--- config.mk ---
export PLATFORM = sky130hd
export DESIGN_NAME = cts_reduce_cell
export DESIGN_NICKNAME = d
export VERILOG_FILES = /design/src/hw/rtl/cts_pkg.sv /design/src/hw/rtl/cts_reduce_cell.sv
export SDC_FILE = /design/constraint.sdc
export NUM_CORES = 1
export LEC_CHECK = 0
export BUFFER_PORTS_ARGS = -buffer_cell sky130_fd_sc_hd__buf_2
export CAP_MARGIN = 20
export CORE_MARGIN = 4
export CORE_UTILIZATION = 45
export DETAILED_ROUTE_END_ITERATION = 7
export PLACE_DENSITY = 0.77
export SETUP_SLACK_MARGIN = 0.2
export SYNTH_ARGS = -nofsm -noshare
export SYNTH_HDL_FRONTEND = slang
export SYNTH_SLANG_ARGS = --single-unit
--- constraint.sdc ---
create_clock -name clk -period 0.8 [get_ports clk]
set_clock_uncertainty 0.1 [all_clocks]
set_input_delay 0.08 -clock clk [delete_from_list [all_inputs] [get_ports clk]]
set_output_delay 0.08 -clock clk [all_outputs]
set_load 0.01 [all_outputs]
--- src/hw/rtl/cts_pkg.sv ---
`timescale 1ns / 1ps

package cts_pkg;

    // item widths
    localparam int ANGLE_W = 32;
    localparam int COS_W   = 32;

    // internal fixed point: unsigned magnitudes with 56 fraction bits
    localparam int ACC_W  = 64;
    localparam int FRAC_W = 56;
    localparam int HALF_W = 32;
    localparam int R_W    = 59;   // reduced angle stays below 2*pi
    localparam int X2_W   = 62;   // square of the reduced angle stays below 64
    localparam int FAC_W  = 62;   // step factor x2/d
    localparam int RCP_W  = X2_W + 1;
    localparam int QBITS  = 5;    // whole turns in 2^7 radians fit in 5 bits

    localparam logic [ACC_W-1:0] TWO_PI_Q56 = 64'h06487ED5110B4612;
    localparam logic [ACC_W-1:0] ONE_Q56    = 64'h0100000000000000;
    localparam logic [ACC_W-1:0] HALF_LSB   = 64'h0000000001000000;
    localparam int               RQ_W       = 31;
    localparam logic [RQ_W-1:0]  ONE_Q30    = 31'h40000000;
    localparam int               RQ_SHIFT   = 25;

    // state handed from one series cell to the next
    typedef struct packed {
        logic [X2_W-1:0]  x2;
        logic [ACC_W-1:0] term;
        logic [ACC_W-1:0] sum;
    } cts_link_t;

endpackage

--- src/hw/rtl/cts_reduce_cell.sv ---
`timescale 1ns / 1ps

module cts_reduce_cell
    import cts_pkg::*;
#(
    parameter int SHIFT = 0
)
(
    input  logic             clk,
    input  logic             rst_n,
    input  logic             in_valid,
    input  logic [ACC_W-1:0] in_r,
    output logic             out_valid,
    output logic [ACC_W-1:0] out_r
);

    localparam logic [ACC_W-1:0] STEP = TWO_PI_Q56 << SHIFT;

    logic             v_reg;
    logic [ACC_W-1:0] r_reg;
    logic [ACC_W-1:0] r_next;

    // one restoring step of the reduction by 2*pi
    always_comb
    begin
        if (in_r >= STEP)
        begin
            r_next = in_r - STEP;
        end
        else
        begin
            r_next = in_r;
        end
    end

    always_ff @(posedge clk or negedge rst_n)
    begin
        if (!rst_n)
        begin
            v_reg <= 1'b0;
        end
        else
        begin
            v_reg <= in_valid;
        end
    end

    always_ff @(posedge clk)
    begin
        r_reg <= r_next;
    end

    assign out_valid = v_reg;
    assign out_r     = r_reg;

endmodule

==> metrics.txt, run 1 <==
largest net degree at the start of global routing 13; Stop Error [ERROR GRT-0232] Routing congestion too high. Check the congestion heatmap in the GUI.; routability congestion estimate around 0.9; I/O pin count 132; Syn Inst Count approximately 380; Starting Density 45.9%; GR repair worst EP out_r[52]$_DFF_P_/D; status aborted with a tool error; Row Count 31; Port Buffers 131; Stop stage global routing (5_1_grt); total CTS buffers 9; Root Buffer clkbuf_8; post-synth cell types 60; Seq cells post-synth 65; Max clock buf depth 2; DIE HEIGHT 93.8 µm; Placed Cells 732; Synth async-reset ratio 1.54%; Most used DFF post-synth dfxtp_1; register area share after synthesis 39.4%; Synthesized Nets 446; DP Worst Slack -1.70 ns; CTS Sinks 65; syn avg cell area 8.77 µm²; Synthesis Warnings 0; Tot GR Track Use 88.8%; Die Wd ~94 µm; Synth Cell Area 0.00331 mm²; Congestion Overflow GR 416; dpl hpwl about 9.0 mm; worst endpoint type register data pin; CTS H-Tree Depth 3; Post-synth EDFFs 0
synth_stat cells (4+ instances only):
| cell | count | area [µm²] |
|---|---|---|
| nor2_1 | 32 | 120 |
| o31ai_1 | 6 | 45.0 |
| dfxtp_1 | 64 | 1280 |
| a21oi_1 | 24 | 120 |
| xor2_1 | 33 | 289 |
| nor4_1 | 5 | 31.3 |
| nand3_1 | 14 | 70.1 |
| nor3_1 | 15 | 75.1 |
| nand2b_1 | 4 | 25.0 |
| nor4_2 | 4 | 50.1 |
| o21ai_0 | 14 | 70.1 |
| nand4_1 | 4 | 25.0 |
| a211oi_2 | 4 | 50.1 |
| nand2_1 | 30 | 113 |
| inv_1 | 11 | 41.3 |
| clkbuf_1 | 11 | 41.3 |
| buf_2 | 4 | 20.0 |
| o21ai_1 | 4 | 20.0 |
| xnor2_1 | 26 | 228 |
| or3_1 | 6 | 37.5 |
per-layer routing:
layer | track usage (%) | GRT overflow
met4 | 102 | 136
met5 | 25.6 | 0
met1 | 82.6 | 2
met3 | 70.4 | 4
met2 | 109 | 274
cells by family after synthesis:
logic type	Yosys count	synth area share (%)
simple gates	140	22.4
xor+xnor	61	16.6
fa+ha+maj	1	0.377
compound gates	83	17.4
buf+inv	28	3.78
flops	65	39.4
stage by stage:
step / utilization (%) / cell area (µm²)
3_5_place_dp: 72.4 / 5220
4_1_cts: 85.9 / 6200
3_3_place_gp: 72.4 / 5220
2_1_floorplan: - / 3500
timing repair:
action	CTS
cloned	3
hold buffers	3
pin swaps	45
buffers inserted	23
endpoints found under the hold margin	50
resized for setup	109
setup endpoints to repair	128
==> run 2: changes to the inputs <==
- CORE_UTILIZATION: 45 -> 30
- PLACE_DENSITY: 0.77 -> not set
- PLACE_DENSITY_LB_ADDON: not set -> 0.15
- SETUP_SLACK_MARGIN: 0.2 -> not set
==> run 2 against run 1 <==
Net effect: the flow now finishes, with violations (hold timing, setup timing); area after synthesis stayed put; synthesized cell count stayed put.
==> metrics.txt, run 2 <==
post-synth cell types 60; total CTS buffers 9; vias in the first global route just over 4,000; final instance count without filler cells between 800 and 900; Hold WS -0.120 ns; final core utilization 65.5%; CTS H-Tree Depth 3; final hold viol count 46; Area Overhead vs Synth 114%; Synthesized Nets ~450; Port Buffers 131; leading cell type in the layout, fill and taps excluded buf_4; Post-synth EDFFs 0; Synthesis Warnings 0; Clock power frac 30.4%; Relative slew margins 61.1%; DIE HEIGHT 113 µm; Die Wd 113 µm; max frequency 486 MHz; critical path required time 0.96 ns; Max-Cap Viols 0; Final setup violation count 128; Least-Margin Pin Slew 0.582 ns; Routed WL 13.1 mm; VDD IR max 0.00101 V; Leak Pwr 3.17 nW; commonest cells after routing, fill and taps aside buf_4, buf_2, buf_6; Seq cells post-synth 65; origin of the worst min-delay path in_r[61]; sequential share of power 38.6%; drt first pass iters 6; CTS Sinks 65; most frequent cell after synthesis dfxtp_1; DR DRC count 0; RSZ-0062 raised after global routing yes; cells taking the most area after synthesis dfxtp_1, xor2_1, xnor2_1; number of fill cells 881; Row Count 38; setup_tns -82.16 ns; Synth async-reset ratio 1.54%; register area share after synthesis 39.4%; WL/cell approximately 16 µm; fin crit period 2.06 ns; Core ar. 0.0108 mm²; Placed Cells 779; CTS tree built; worst-path maximum fanout 6; failing checks hold timing, setup timing; initial antenna violation count 0; max reg flops 64; Startpoint Class input pin; setup ws final -1.26 ns; Pint approximately 6.8 mW; first-pass GRT wire length 20.7 mm; Most used DFF post-synth dfxtp_1; dpl hpwl just over 9 mm; Setup crit start in_r[52]; pwr/cell area 1380 mW/mm²; n_diodes 0; Syn Inst Count roughly 380; Worst Setup EP out_r[13]$_DFF_P_; period utilisation layout 257%; Worst Hold Class in2reg; largest net degree at the start of global routing 14; Congestion Overflow GR 0; status finished with violations; clock slew at reported path FFs 0.08 ns; Combinational Power Share 31.0%; area leader, netlist dfxtp_1; routed via count 4,029; Synth Cell Area 0.00331 mm²; die area 0.0128 mm²; Final Max Tran Viols 0; Via-to-Cell Ratio 4.80; # hold bufs at CTS 9; kind of critical path in2reg; final antenna-violating net count 0; Yosys top cell area share 38.7%; Tot GR Track Use 20.4%; routability congestion estimate 0.880; Area after DPL ~0.0053 mm²; DRT iter0 DRCs between 150 and 200; commonest cells in the synthesized netlist dfxtp_1, xor2_1, nor2_1; Root Buffer clkbuf_8; CP endpoint kind flip-flop; sw frac 30.8%; I/O pin count 132; Post-Layout Inst Area 0.00710 mm²; switching pwr 3.01 mW; Worst EP arrival 2.21 ns; Starting Density slightly above 30%; Nets 762; Max clock buf depth 2; syn avg cell area a little under 9 µm²; layout cell share with drive strength beyond 1 68.5%
## run 2: cell counts after synthesis
No cell type changed its count.
## run 2: how the worst min path moves through the flow
stage                           to  depth (start not counted)
2_1_floorplan  out_valid$_DFF_PN0_                          0
3_3_place_gp   out_valid$_DFF_PN0_                          1
3_5_place_dp   out_valid$_DFF_PN0_                          1
4_1_cts          out_r[61]$_DFF_P_                          3
5_1_grt          out_r[26]$_DFF_P_                          3
6_report         out_r[61]$_DFF_P_                          3
## run 2: critical path, stage by stage
cell and delay, ns:
buf_8 0.10, nor2_4 0.12, nand3_2 0.11, or4_4 0.43, or4_4 0.47, o21a_4 0.27
or4_4 0.50, xnor2_2 0.14
## run 2: what timing repair did
item,in CTS,in global routing
endpoints found under the hold margin,59,47
setup endpoints to repair,128,128
setup buffers,27,12
cloned,3,0
gates resized for setup,162,100
pin swaps,72,50
## run 2: kinds of logic after synthesis
| kind of cell | synth area share (%) |
|---|---|
| flip-flops | 39.4 |
| AND/OR/NAND/NOR | 22.4 |
| adder cells (fa/ha/maj) | 0.377 |
| XOR/XNOR | 16.6 |
| AO/OA/AOI/OAI | 17.4 |
| buffers and inverters | 3.78 |
## run 2: routing by layer
metal,track usage (%),share of wire [%],vias up
met5,0,0,-
met4,6.25,1.5,0
met3,5.08,6.0,20
met2,33.6,49,137
met1,26.3,44,1911
li1,-,-,1961
## run 2: area by class of cell
class	count	area, µm²	area share, %
inverters	11	41.3	0.582
clock inverters	7	78.8	1.11
well taps	140	175	2.47
flip-flops and latches	65	1350	19.0
repair buffers	321	2580	36.4
clock buffers	9	124	1.75
multi-input cells	286	2750	38.7
## run 2: stage by stage
stage                     worst slack [ns]  power [mW]
after floorplan                      -1.41        4.73
after global placement               -1.61        6.01
after detailed placement             -1.66        6.02
after CTS                            -1.22        9.49
after global routing                 -1.32        10.2
final                                -1.26        9.77
## run 2: power groups by stage
stage	sequential [mW]	combinational, mW	clock (mW)
after floorplan	3.95	0.779	0
final	3.77	3.03	2.97
after CTS	3.72	2.73	3.03
after global routing	3.81	3.24	3.20
after detailed placement	3.76	2.26	0
after global placement	3.76	2.24	0
(Power assumes the default switching activity.)
==> run 3: changes to the inputs <==
- PLACE_DENSITY_LB_ADDON: 0.15 -> not set
- REMOVE_ABC_BUFFERS: not set -> 1
==> run 3 against run 2 <==
Net effect: the run still ends with hold timing, setup timing left; fmax decreased by 2.2%; routed wire length decreased by 0.89%; sequential power about the same; global-route usage decreased by 0.69 points; sequential share of layout area increased by 1.4 points; utilization decreased by 4.5 points; sequential cell count unchanged; critical path type unchanged; critical endpoint unchanged; largest power group unchanged; highest routed layer unchanged.
==> metrics.txt, run 3 (synthesis results as in run 2) <==
status finished with violations; failing checks hold timing, setup timing; dpl hpwl just over 9 mm; Port Buffers 131; CP endpoint kind flip-flop; clock slew at reported path FFs approximately 0.08 ns; drt first pass iters 4; Startpoint Class input pin; fin crit period 2.10 ns; highest routed layer met4; setup_tns -82.24 ns; # hold bufs at CTS 9; routed via count approximately 3,900; die area 0.0128 mm²; Via-to-Cell Ratio 4.83; total power draw 9.57 mW; initial antenna violation count 0; CTS Sinks 65; final antenna-violating net count 0; Area Overhead vs Synth 99.4%; final hold viol count 43; critical path required time 0.94 ns; Tot GR Track Use between 15 and 20%; final core utilization 61.0%; first-pass GRT wire length ~20 mm; max reg flops 64; Least-Margin Pin Slew 0.609 ns; Max-Cap Viols 0; CTS H-Tree Depth 3; Starting Density 30.6%; Final setup violation count 128; period utilisation layout 263%; kind of critical path in2reg; worst-path maximum fanout 4; metal3 WL 780 µm; Core ar. 0.0108 mm²; vias in the first global route 4,112; WL met2 6.53 mm; pwr/cell area between 1000 and 1500 mW/mm²; leading cell type in the layout, fill and taps excluded buf_4; commonest cells after routing, fill and taps aside buf_4, buf_2, buf_6; Congestion Overflow GR 0; largest net degree at the start of global routing 13; setup ws final -1.30 ns; Leak Pwr around 3 nW; WL/cell 16.0 µm; M1 WL 5.40 mm; Worst Hold Class in2reg; I/O pin count 132; Row Count 38; DP Worst Slack -1.76 ns; VDD IR max 0.000748 V; max frequency roughly 480 MHz; Worst EP arrival 2.24 ns; DIE HEIGHT 113 µm; RSZ-0062 raised after global routing yes; Max clock buf depth 2; Root Buffer clkbuf_8; Relative slew margins 59.2%; n_diodes 0; number of fill cells 889; Final Max Tran Viols 0; DRT iter0 DRCs 126; Die Wd 113 µm; layout cell share with drive strength beyond 1 65.5%; Routed WL between 10 and 15 mm; Nets 739; total CTS buffers 9; routability congestion estimate around 0.9; DR DRC count 0; Hold WS -0.108 ns; CTS tree built
==> run 3: cell count changes in the layout (fill, tap and decap cells not counted), sizes merged <==
cell	change
buf	-22
clkinvlp	+2
inv	-2
clkbuf	+1
clkinv	-1
o21a	-1
==> run 3: what timing repair did <==
item / CTS / global route
buffers inserted: 16 / 6
resized for setup: 147 / 88
pin swaps: 55 / 28
cloned: 1 / 0
setup endpoints to repair: 128 / 128
endpoints found under the hold margin: 59 / 43
==> run 3: per-layer routing <==
metal | track usage, % | vias to the layer above
li1 | - | 1917
met1 | 24.3 | 1876
met2 | 33.0 | 128
met3 | 4.55 | 24
met4 | 8.25 | 0
met5 | 0 | -
==> run 3: final timing paths <==
kind	startpoint	to	depth (start not counted)
worst min-delay path	in_r[61]	out_r[61]$_DFF_P_	3
max in group asynchronous	rst_n	out_valid$_DFF_PN0_	3
min in group asynchronous	rst_n	out_valid$_DFF_PN0_	3
worst max-delay path	in_r[53]	out_r[13]$_DFF_P_	9
==> run 3: final cells by class <==
cell class	count	area, µm²	share of cell area (%)
Timing Repair Buffer	299	2330	35.3
Multi-Input combinational cell	285	2510	38.0
Sequential cell	65	1350	20.4
Clock buffer	10	138	2.08
Inverter	11	41.3	0.625
Tap cell	140	175	2.65
Clock inverter	6	67.6	1.02
==> run 3: stage by stage <==
step / cell area [µm²] / instances
after CTS: 6230 / 815
after global routing: 6610 / 816
final: 6610 / 816
after floorplan: 3230 / 361
after detailed placement: 5160 / 774
after global placement: 5160 / 774
==> run 3: where the power goes <==
group	switching, mW	internal (mW)
sequential	0.134	3.64
combinational	1.30	1.55
clock	1.42	1.53
total	2.85	6.71
==> run 3: critical path, cell delays in order <==
cell and delay [ns]:
buf_6 0.10, nor2_4 0.11, nand3_2 0.09, or4_4 0.43, or4_4 0.45, o21a_4 0.23, buf_12 0.13, or4_4 0.48
xnor2_2 0.14
