===== src/hw/rtl/cts_pkg.sv =====
`timescale 1ns / 1ps

package cts_pkg;

    // item widths
    localparam int ANGLE_W = 32;
    localparam int COS_W   = 32;

    // internal fixed point: unsigned magnitudes with 56 fraction bits
    localparam int ACC_W  = 64;
    localparam int FRAC_W = 56;
    localparam int HALF_W = 32;
    localparam int R_W    = 59;   // reduced angle stays below 2*pi
    localparam int X2_W   = 62;   // square of the reduced angle stays below 64
    localparam int FAC_W  = 62;   // step factor x2/d
    localparam int RCP_W  = X2_W + 1;
    localparam int QBITS  = 5;    // whole turns in 2^7 radians fit in 5 bits

    localparam logic [ACC_W-1:0] TWO_PI_Q56 = 64'h06487ED5110B4612;
    localparam logic [ACC_W-1:0] ONE_Q56    = 64'h0100000000000000;
    localparam logic [ACC_W-1:0] HALF_LSB   = 64'h0000000001000000;
    localparam int               RQ_W       = 31;
    localparam logic [RQ_W-1:0]  ONE_Q30    = 31'h40000000;
    localparam int               RQ_SHIFT   = 25;

    // state handed from one series cell to the next
    typedef struct packed {
        logic [X2_W-1:0]  x2;
        logic [ACC_W-1:0] term;
        logic [ACC_W-1:0] sum;
    } cts_link_t;

endpackage


===== src/hw/rtl/cts_round.sv =====
`timescale 1ns / 1ps

module cts_round
    import cts_pkg::*;
#(
    parameter int LAST_IDX = 17
)
(
    input  logic                    clk,
    input  logic                    rst_n,
    input  logic                    in_valid,
    input  cts_link_t               in_link,
    output logic                    done,
    output logic signed [COS_W-1:0] cosine
);

    localparam bit SUB_LAST = (LAST_IDX % 2) == 1;
    localparam int RT_W     = ACC_W - RQ_SHIFT;

    logic                    v1_reg;
    logic                    v2_reg;
    logic                    v3_reg;
    logic                    v4_reg;
    logic [ACC_W-1:0]        sum_reg;
    logic [ACC_W-1:0]        sum_next;
    logic                    neg_reg;
    logic                    neg3_reg;
    logic [ACC_W-1:0]        smag_reg;
    logic [ACC_W-1:0]        smag_next;
    logic [ACC_W-1:0]        rsum;
    logic [RQ_W-1:0]         rq_reg;
    logic [RQ_W-1:0]         rq_next;
    logic signed [COS_W-1:0] cos_reg;
    logic signed [COS_W-1:0] cos_next;

    // last term of the series
    always_comb
    begin
        if (SUB_LAST)
        begin
            sum_next = in_link.sum - in_link.term;
        end
        else
        begin
            sum_next = in_link.sum + in_link.term;
        end
    end

    // magnitude of the sum
    always_comb
    begin
        if (sum_reg[ACC_W-1])
        begin
            smag_next = ACC_W'(0) - sum_reg;
        end
        else
        begin
            smag_next = sum_reg;
        end
    end

    // round half away from zero to q30, limit to one
    always_comb
    begin
        rsum = (smag_reg >> 1) + HALF_LSB;
        if (rsum[ACC_W-1:RQ_SHIFT] > RT_W'(ONE_Q30))
        begin
            rq_next = ONE_Q30;
        end
        else
        begin
            rq_next = rsum[RQ_SHIFT +: RQ_W];
        end
    end

    // sign back on
    always_comb
    begin
        if (neg3_reg)
        begin
            cos_next = COS_W'(0) - COS_W'(rq_reg);
        end
        else
        begin
            cos_next = COS_W'(rq_reg);
        end
    end

    always_ff @(posedge clk or negedge rst_n)
    begin
        if (!rst_n)
        begin
            v1_reg <= 1'b0;
            v2_reg <= 1'b0;
            v3_reg <= 1'b0;
            v4_reg <= 1'b0;
        end
        else
        begin
            v1_reg <= in_valid;
            v2_reg <= v1_reg;
            v3_reg <= v2_reg;
            v4_reg <= v3_reg;
        end
    end

    always_ff @(posedge clk)
    begin
        sum_reg  <= sum_next;
        neg_reg  <= sum_reg[ACC_W-1];
        smag_reg <= smag_next;
        neg3_reg <= neg_reg;
        rq_reg   <= rq_next;
        cos_reg  <= cos_next;
    end

    assign done   = v4_reg;
    assign cosine = cos_reg;

endmodule


===== config.mk =====
export PLATFORM = sky130hd
export DESIGN_NAME = cts_round
export DESIGN_NICKNAME = d
export VERILOG_FILES = /design/src/hw/rtl/cts_pkg.sv /design/src/hw/rtl/cts_round.sv
export SDC_FILE = /design/constraint.sdc
export NUM_CORES = 1
export LEC_CHECK = 0
export ABC_AREA = 1
export BUFFER_PORTS_ARGS = -buffer_cell sky130_fd_sc_hd__clkbuf_2
export CAP_MARGIN = 10
export CORE_ASPECT_RATIO = 2
export CORE_MARGIN = 5
export CORE_UTILIZATION = 50
export CTS_BUF_LIST = sky130_fd_sc_hd__clkbuf_16
export CTS_CLUSTER_SIZE = 24
export DETAILED_ROUTE_END_ITERATION = 16
export GPL_ROUTABILITY_DRIVEN = 0
export MAX_ROUTING_LAYER = met4
export PLACE_DENSITY = 0.76
export REMOVE_ABC_BUFFERS = 1
export SYNTH_ARGS = -nofsm -noshare
export SYNTH_HDL_FRONTEND = slang
export SYNTH_SLANG_ARGS = --single-unit

===== constraint.sdc =====
create_clock -name clk -period 5.8 [get_ports clk]
set_input_delay 0.58 -clock clk [delete_from_list [all_inputs] [get_ports clk]]
set_output_delay 0.58 -clock clk [all_outputs]
set_load 0.01 [all_outputs]

==> flow_summary.ini, run 1 <==
[min_path]
min_path_type = in2reg
hold_depth = 1

[power_and_ir_drop]
powerDensity_mw_per_mm2 = 301
p_total_w = 0.00410
power_frac_seq_pct = 40.2
p_clk_share_pct = 27.3
power_switching_w = 0.00156
ir_drop_mv = 0.243
internal_power_w = 0.00254
switching_share_pct = 38.0
p_leak_nw = 6.61
comb_power_share_pct = 32.5

[floorplanning]
die_area_sq_mm = 0.0271
io_pins = 226
dieWidth_um = 119
die_h_um = 228
rows = 79
coreArea_sq_mm = 0.0233
start_util_pct = 50.9

[worst_setup_path]
worstPathRequired_ns = 6.16
path_cells = ha_1, nand3_2, inv_1, nand2_1, nor2_2, xnor2_1, nand2_1, nor2_1, nand2_1, nor2_1, nand3_2, a21oi_2
cp.depth = 12
critPathKind = reg2reg
crit_top_cell = nand2_1
arrival_ns = 3.70
worstSetupEndpointType = flip-flop
crit_family = simple AND/OR/NAND/NOR gates
worstRegToRegCells = 12
crit_buf_inv = 1
max_stage_delay_ns = 0.71
critPathSlowestCell = nand3_2
critPathMaxFanout = 30
crit_path_start_kind = flip-flop

[clock_network]
clock-sinks = 172
cts.clk_slew.worst_paths_ns = 0.07
cts_buffer_depth = 2
cts_root_buf = clkbuf_16
worstSkewPairLatency_ns = 0.44
postCtsSetupBuffers = 0
tritoncts = done
cts_buffers = 17
cts.htree.levels = 4

[route]
drcViolationCount = 0
wl_mm = 34.6
post_drt_wl_per_cell_um = 15.2
via_per_inst = 5.39
dr.pass1.iters = 5
first_iter_violations = 530
ant_nets = 0
vias = 12200

[logic_synthesis]
synth.area.top_cells = dfxtp_1 (28%), nand2_1 (13%), inv_1 (8.9%), nor2_1 (8.8%), ha_1 (6.8%)
async_reset_ff_share_pct = 2.33
ys_seq_area_share_pct = 29.1
syn_inst = 1806
yosysWarnings = 0
synth_edf_count = 0
synthTopCellsByCount = nand2_1 (402), inv_1 (282), nor2_1 (279)
ys_seq_elements = 172
synthFlopType = dfxtp_1
ys_types = 41
syn-cell-area_sq_mm = 0.0119
avgSynthCellArea_sq_um = 6.58
synth_top_area_cell = dfxtp_1
yosysTopAreaCellShare_pct = 28.3
post-synth-top-count-cell = nand2_1

[sta]
slew_viol_final = 0
setup_viol = 0
period_minus_slack_ns = 3.34
fin_crit_sh_pct = 57.6
finalSetupTns_ns = 0
skew_ns = 0.00762
clock.fmax_mhz = 299
finalHoldViolations = 0
slew_headroom_pct = 16.7
rsz0062_at_grt = false
worst_slew_pin_slew_ns = 1.24

[finish]
synthToLayoutAreaGrowth_pct = 14.4
final_util_pct = 58.3
largest_reg_flops = 64
n_antenna_cell = 0
multiInputGateArea_sq_mm = 0.00728
nets = 2237
stdcell_area_sq_mm = 0.0136
fill_cells = 2272
drive_gt1_share_pct = 12.6
seqCellArea_sq_mm = 0.00346

[grt]
grt_pass1_wl_mm = 56.1
grt_use_total_pct = 26.2
gr-total-overflow = 0
grt_start_max_net_pins = 33
grt_pass1_vias = 12400
antenna_found_initial = 0

[run]
drv_cap = 0

[outcome]
status = completed

[place]
port_buffers = 163
dpl.hpwl_mm = 28.7
dpl-instance-area_sq_mm = 0.0130
==> layer usage <==
metal / GRT usage [%] / up-vias / part of all wire [%]
met5: - / - / 0
met1: 21.4 / 5429 / 33
met3: 4.48 / 213 / 4.4
li1: - / 6145 / -
met4: 23.2 / 0 / 10
met2: 48.9 / 461 / 53
==> power by group through the flow <==
| stage | sequential (W) | clock (W) | combinational (W) |
|---|---|---|---|
| finish | 0.00165 | 0.00112 | 0.00133 |
| global route | 0.00168 | 0.00119 | 0.00149 |
| CTS | 0.00165 | 0.00114 | 0.00132 |
| detailed placement | 0.00167 | 0 | 0.00131 |
| global placement | 0.00166 | 0 | 0.00129 |
| floorplan | 0.00166 | 0 | 0.000924 |
==> through the flow <==
stage                     hold slack [ns]  std cells  setup slack [ns]
after floorplan                     0.284       1793              3.28
after global placement              0.315       2241              2.59
after detailed placement            0.314       2241              2.46
after CTS                           0.235       2274              2.44
after global routing                0.235       2274              2.08
final                               0.250       2274              2.46
==> layout make-up <==
cell class                 count  area share [%]
multi-input combinational   1337            53.5
inverter                     284            7.84
tap                          283            2.60
clock buffer                  17            3.13
clock inverter                15            1.26
timing repair buffer         166            6.18
sequential                   172            25.5
==> cell usage in the layout, fill, tap and decap left out, types with 18 or more instances in the layout <==
cell and instances:
nor2_1 279, xnor2_1 35, nand4_1 35, inv_1 282
xor2_1 92, nor3_1 34, o21ai_0 80, a31oi_1 19
clkbuf_2 163, dfxtp_1 168, nand3_1 65, nor4_1 18
nand2_1 402, a21oi_2 28, a21oi_1 91, ha_1 65
==> timing repair <==
action                                 CTS  global route
endpoints found under the hold margin    4             0
setup endpoints to repair                0             0
gates resized for setup                  0             0
hold buffers                             1             0
==> final timing paths <==
path / startpoint / slack (ns) / endpoint
max: smag_reg[25] / 2.46 / rq_reg[0]
min: in_valid / 0.25 / v1_reg
max reg2reg: smag_reg[25] / 2.46 / rq_reg[0]
min reg2reg: neg_reg / 0.33 / neg3_reg
max in group asynchronous: rst_n / 5.20 / v2_reg
min in group asynchronous: rst_n / 0.47 / v1_reg
==> cells by family (layout without fill, tap and decap cells) <==
kind of cell / Yosys count / in the layout / synth area share [%]
DFF: 172 / 172 / 29.1
xor gates and xnor gates: 127 / 127 / 9.36
buffers and inverters: 297 / 482 / 9.60
adders and majority gates: 66 / 66 / 7.01
and+or+nand+nor: 873 / 873 / 31.2
AOI/OAI and AO/OA: 271 / 271 / 13.7
No activity file was read; power rests on OpenSTA's default activity.
==> inputs of run 2 (changes only) <==
Clock period 5.8 ns to 3.4 ns, I/O delays scaled along.
==> flow_summary.ini, run 2 (synthesized netlist as in run 1, its figures left out) <==
[sta]
slew_viol_final = 0
whs_ns = 0.0254
fin_crit_sh_pct = 77.9
finalHoldViolations = 0
worst_slew_pin_slew_ns = 0.592
clock.fmax_mhz = 377
rsz0062_at_grt = false
period_minus_slack_ns = 2.65
finalSetupTns_ns = 0
setup_viol = 0
skew_ns = 0.0137
slew_headroom_pct = 60.2

[power_and_ir_drop]
p_total_w = 0.00699
internal_power_w = 0.00434
p_leak_nw = 6.63
power_switching_w = 0.00265
switching_share_pct = 37.9
powerDensity_mw_per_mm2 = 512
p_clk_share_pct = 27.1
power_frac_seq_pct = 40.3
comb_power_share_pct = 32.7
ir_drop_mv = 0.393

[grt]
grt_pass1_vias = 12300
gr-total-overflow = 0
grt_pass1_wl_mm = 54.9
antenna_found_initial = 0
grt_start_max_net_pins = 33
grt_use_total_pct = 25.5

[finish]
fill_cells = 2276
final_util_pct = 58.5
largest_reg_flops = 64
drive_gt1_share_pct = 12.9
final_cell_mix = nand2_1 (402), inv_1 (282), nor2_1 (279), dfxtp_1 (168), clkbuf_2 (163)
final_common_cell = nand2_1
layoutNonFillerInstCount = 2281
nets = 2244
n_antenna_cell = 0
synthToLayoutAreaGrowth_pct = 14.8

[place]
dpl.hpwl_mm = 28.5
port_buffers = 163
placedCellCount = 2248

[clock_network]
cts.htree.levels = 4
clock-sinks = 172
worstSkewPairLatency_ns = 0.43
cts_resized = 0
tritoncts = done
cts_buffers = 17
cts_root_buf = clkbuf_16
cts.clk_slew.worst_paths_ns = 0.06
cts_buffer_depth = 2

[route]
first_iter_violations = 567
vias = 12300
post_drt_wl_per_cell_um = 14.9
via_per_inst = 5.41
drcViolationCount = 0
ant_nets = 0
wl_mm = 34.1
dr.pass1.iters = 5

[floorplanning]
die_h_um = 228
io_pins = 226
dieWidth_um = 119
rows = 79
coreArea_sq_mm = 0.0233
die_area_sq_mm = 0.0271
start_util_pct = 50.9

[run]
drv_cap = 0

[worst_setup_path]
crit_path_start_kind = flip-flop
critPathKind = reg2reg
arrival_ns = 3.00
worstSetupEndpointType = flip-flop
worstPathRequired_ns = 3.75
critPathMaxFanout = 30

[outcome]
status = completed

[min_path]
min_path_type = in2reg
==> run 2: changes by cell type in the layout (fill, tap and decap cells not counted) <==
cell / change
clkinv_4: -4
inv_8: +3
inv_12: -1
buf_4: +7
clkinvlp_4: +4
inv_6: -4
clkinv_2: +2
==> run 2: layout make-up <==
| class | instances | area [sq um] | share of cell area (%) |
|---|---|---|---|
| timing repair buffer | 173 | 893 | 6.55 |
| inverter | 284 | 1070 | 7.82 |
| sequential | 172 | 3460 | 25.4 |
| clock inverter | 15 | 159 | 1.17 |
| tap | 283 | 354 | 2.60 |
| multi-input combinational | 1337 | 7280 | 53.4 |
| clock buffer | 17 | 425 | 3.12 |
==> run 2: path summary, 6_finish.rpt <==
kind	depth (start not counted)	endpoint	slack, ns	from
min in group asynchronous	2	v3_reg	0.25	rst_n
hold / removal	1	v1_reg	0.03	in_valid
setup / recovery	13	rq_reg[24]	0.75	smag_reg[25]
setup reg to reg	13	rq_reg[24]	0.75	smag_reg[25]
hold reg to reg	0	neg3_reg	0.33	neg_reg
max in group asynchronous	2	v2_reg	3.02	rst_n
==> run 2: timing repair <==
| item | CTS | global route |
|---|---|---|
| hold buffers | 1 | 0 |
| endpoints found under the hold margin | 4 | 0 |
| setup buffers | 0 | 0 |
==> run 2: routing by layer <==
metal | vias to the layer above | GRT usage (%) | share of wire (%)
met3 | 204 | 3.17 | 3.9
li1 | 6164 | - | -
met1 | 5488 | 21.1 | 33
met4 | 0 | 21.7 | 9.4
met2 | 479 | 48.2 | 54
met5 | - | - | 0
==> run 2: metrics by stage <==
| stage | worst slack (ns) | cell area, sq um |
|---|---|---|
| floorplan | 0.878 | 11800 |
| global placement | 0.581 | 13000 |
| detailed placement | 0.556 | 13000 |
| CTS | 0.738 | 13600 |
| global route | 0.505 | 13600 |
| finish | 0.750 | 13600 |
==> run 2: critical path, stage by stage (launching register included) <==
cell     delay (ns)
dfxtp_1        0.35
ha_1           0.20
nand3_2        0.16
inv_1          0.19
nand2_1        0.13
nor2_2         0.32
xnor2_1        0.21
nand2_1        0.08
nor2_1         0.12
nand2_1        0.06
nor2_1         0.20
nand3_2        0.10
buf_4          0.28
a21oi_1        0.19
==> run 2: power groups by stage <==
stage | clock network (W) | registers (W) | logic (W)
2_1_floorplan | 0 | 0.00282 | 0.00158
3_3_place_gp | 0 | 0.00284 | 0.00220
4_1_cts | 0.00191 | 0.00281 | 0.00226
5_1_grt | 0.00201 | 0.00288 | 0.00256
3_5_place_dp | 0 | 0.00285 | 0.00224
6_report | 0.00189 | 0.00281 | 0.00228
==> inputs of run 3 (changes only) <==
Settings changed: PLACE_DENSITY 0.76 to 0.79.
Clock period 3.4 ns to 2.2 ns, I/O delays scaled along.
==> flow_summary.ini, run 3 (synthesized netlist as in run 1, its figures left out) <==
[outcome]
status = complete, but fails checks
violations = negative setup slack

[power_and_ir_drop]
p_leak_nw = 7.54
powerDensity_mw_per_mm2 = 782
ir_drop_mv = 0.666

[clock_network]
clock-sinks = 172
cts_buffers = 17
tritoncts = done
cts_root_buf = clkbuf_16
worstSkewPairLatency_ns = 0.44
cts_buffer_depth = 2
cts.clk_slew.worst_paths_ns = 0.07
cts.htree.levels = 4

[floorplanning]
die_area_sq_mm = 0.0271
dieWidth_um = 119
coreArea_sq_mm = 0.0233
io_pins = 226
start_util_pct = 50.9
die_h_um = 228
rows = 79

[worst_setup_path]
crit_path_start_kind = flip-flop
critPathKind = reg2reg
max_stage_delay_ns = 0.35
path_cells = ha_4, nand3_4, nor2_4, nand2_4, nor2_1, nand2_1, nand2_1, nand2_1, nor2_4, nand3_2, nor2_4, nand3_4, buf_16, a21oi_2
worstPathRequired_ns = 2.57
critPathMaxFanout = 8
worstSetupEndpointType = flip-flop
critPathSlowestCell = dfxtp_2
arrival_ns = 2.77

[finish]
final_util_pct = 65.8
n_antenna_cell = 0
layoutNonFillerInstCount = 2442
fill_cells = 1975
seqCellArea_sq_mm = 0.00349
final_common_cell = nand2_1
final_cell_mix = nand2_1 (382), inv_1 (279), nor2_1 (242), clkbuf_2 (163), buf_4 (161)
largest_reg_flops = 64
multiInputGateArea_sq_mm = 0.00763
nets = 2405
synthToLayoutAreaGrowth_pct = 29.2
drive_gt1_share_pct = 23.3

[sta]
timing.final.ws_setup_ns = -0.199
worst_slew_pin_slew_ns = 0.678
finalHoldViolations = 0
slew_headroom_pct = 54.5
finalSetupTns_ns = -4.94
clock.fmax_mhz = 417
fin_crit_sh_pct = 109
setup_viol = 30
slew_viol_final = 0
skew_ns = 0.0113
rsz0062_at_grt = true
period_minus_slack_ns = 2.40

[grt]
gr-total-overflow = 0
grt_start_max_net_pins = 32
antenna_found_initial = 0
grt_use_total_pct = 29.0
grt_pass1_vias = 13500
grt_pass1_wl_mm = 61.7

[place]
port_buffers = 163
placedCellCount = 2381
dpl.hpwl_mm = 30.7

[route]
vias = 13500
ant_nets = 0
dr.pass1.iters = 7
first_iter_violations = 800
post_drt_wl_per_cell_um = 16.6
wl_mm = 40.6
drcViolationCount = 0
via_per_inst = 5.54

[min_path]
min_path_type = in2reg

[run]
drv_cap = 0
## run 3: cell types whose count changed in the layout (fill, tap and decap cells not counted), sizes merged
cell / change
buf: +159
clkbuf: +1
clkinv: +4
clkinvlp: -3
dlygate4sd3: +1
inv: -1
## run 3: critical path, delay by kind of cell, from the launching register on
family / cells / cell delay (ns)
AOI/OAI and AO/OA: 1 / 0.14
DFF: 1 / 0.35
and+or+nand+nor: 11 / 1.45
buffers and inverters: 1 / 0.21
adders and majority gates: 1 / 0.16
## run 3: power by group
part           leakage, nW  internal, W  switching [W]
Combinational         5.81      0.00183        0.00268
Clock                0.289      0.00162        0.00141
Sequential            1.44      0.00385       0.000614
Total                 7.54      0.00730        0.00470
## run 3: what timing repair did
action / in CTS / in global routing
pin swaps: 12 / 32
hold buffers: 2 / 0
cloned: 2 / 1
hold endpoints to repair: 5 / 0
buffers inserted: 9 / 15
setup endpoints to repair: 32 / 45
resized for setup: 46 / 84
## run 3: routing by layer
metal,wire length (um),global-route usage (%),vias to the layer above
li1,-,-,6475
met3,2100,4.06,278
met2,21700,53.5,637
met1,12700,24.5,6139
met5,0,-,-
met4,4080,26.1,0
## run 3: worst paths after layout
check,cells past startpoint,start,endpoint,slack [ns]
min in group asynchronous,2,rst_n,v2_reg,0.11
worst max-delay path,14,smag_reg[25],rq_reg[27],-0.20
worst min register to register,0,neg_reg,neg3_reg,0.34
max in group asynchronous,2,rst_n,v3_reg,1.96
worst max register to register,14,smag_reg[25],rq_reg[27],-0.20
worst min-delay path,3,in_link[64],sum_reg[0],0.05
## run 3: stage by stage
stage	hold WS [ns]	setup slack, ns	total power, W	area (sq um)
3_5_place_dp	0.0331	-0.176	0.00837	14100
5_1_grt	0.0650	-0.345	0.0127	15300
6_report	0.0512	-0.199	0.0120	15300
2_1_floorplan	-0.0756	-0.322	0.00680	11800
4_1_cts	0.0549	0.000974	0.0115	14900
3_3_place_gp	0.0243	-0.149	0.00825	14100
## run 3: cell type report
cell class	count	share of cell area, %
clock inverters	15	1.16
well taps	283	2.31
repair buffers	334	14.3
multi-input cells	1337	49.7
inverters	284	6.98
clock buffers	17	2.77
flip-flops and latches	172	22.8
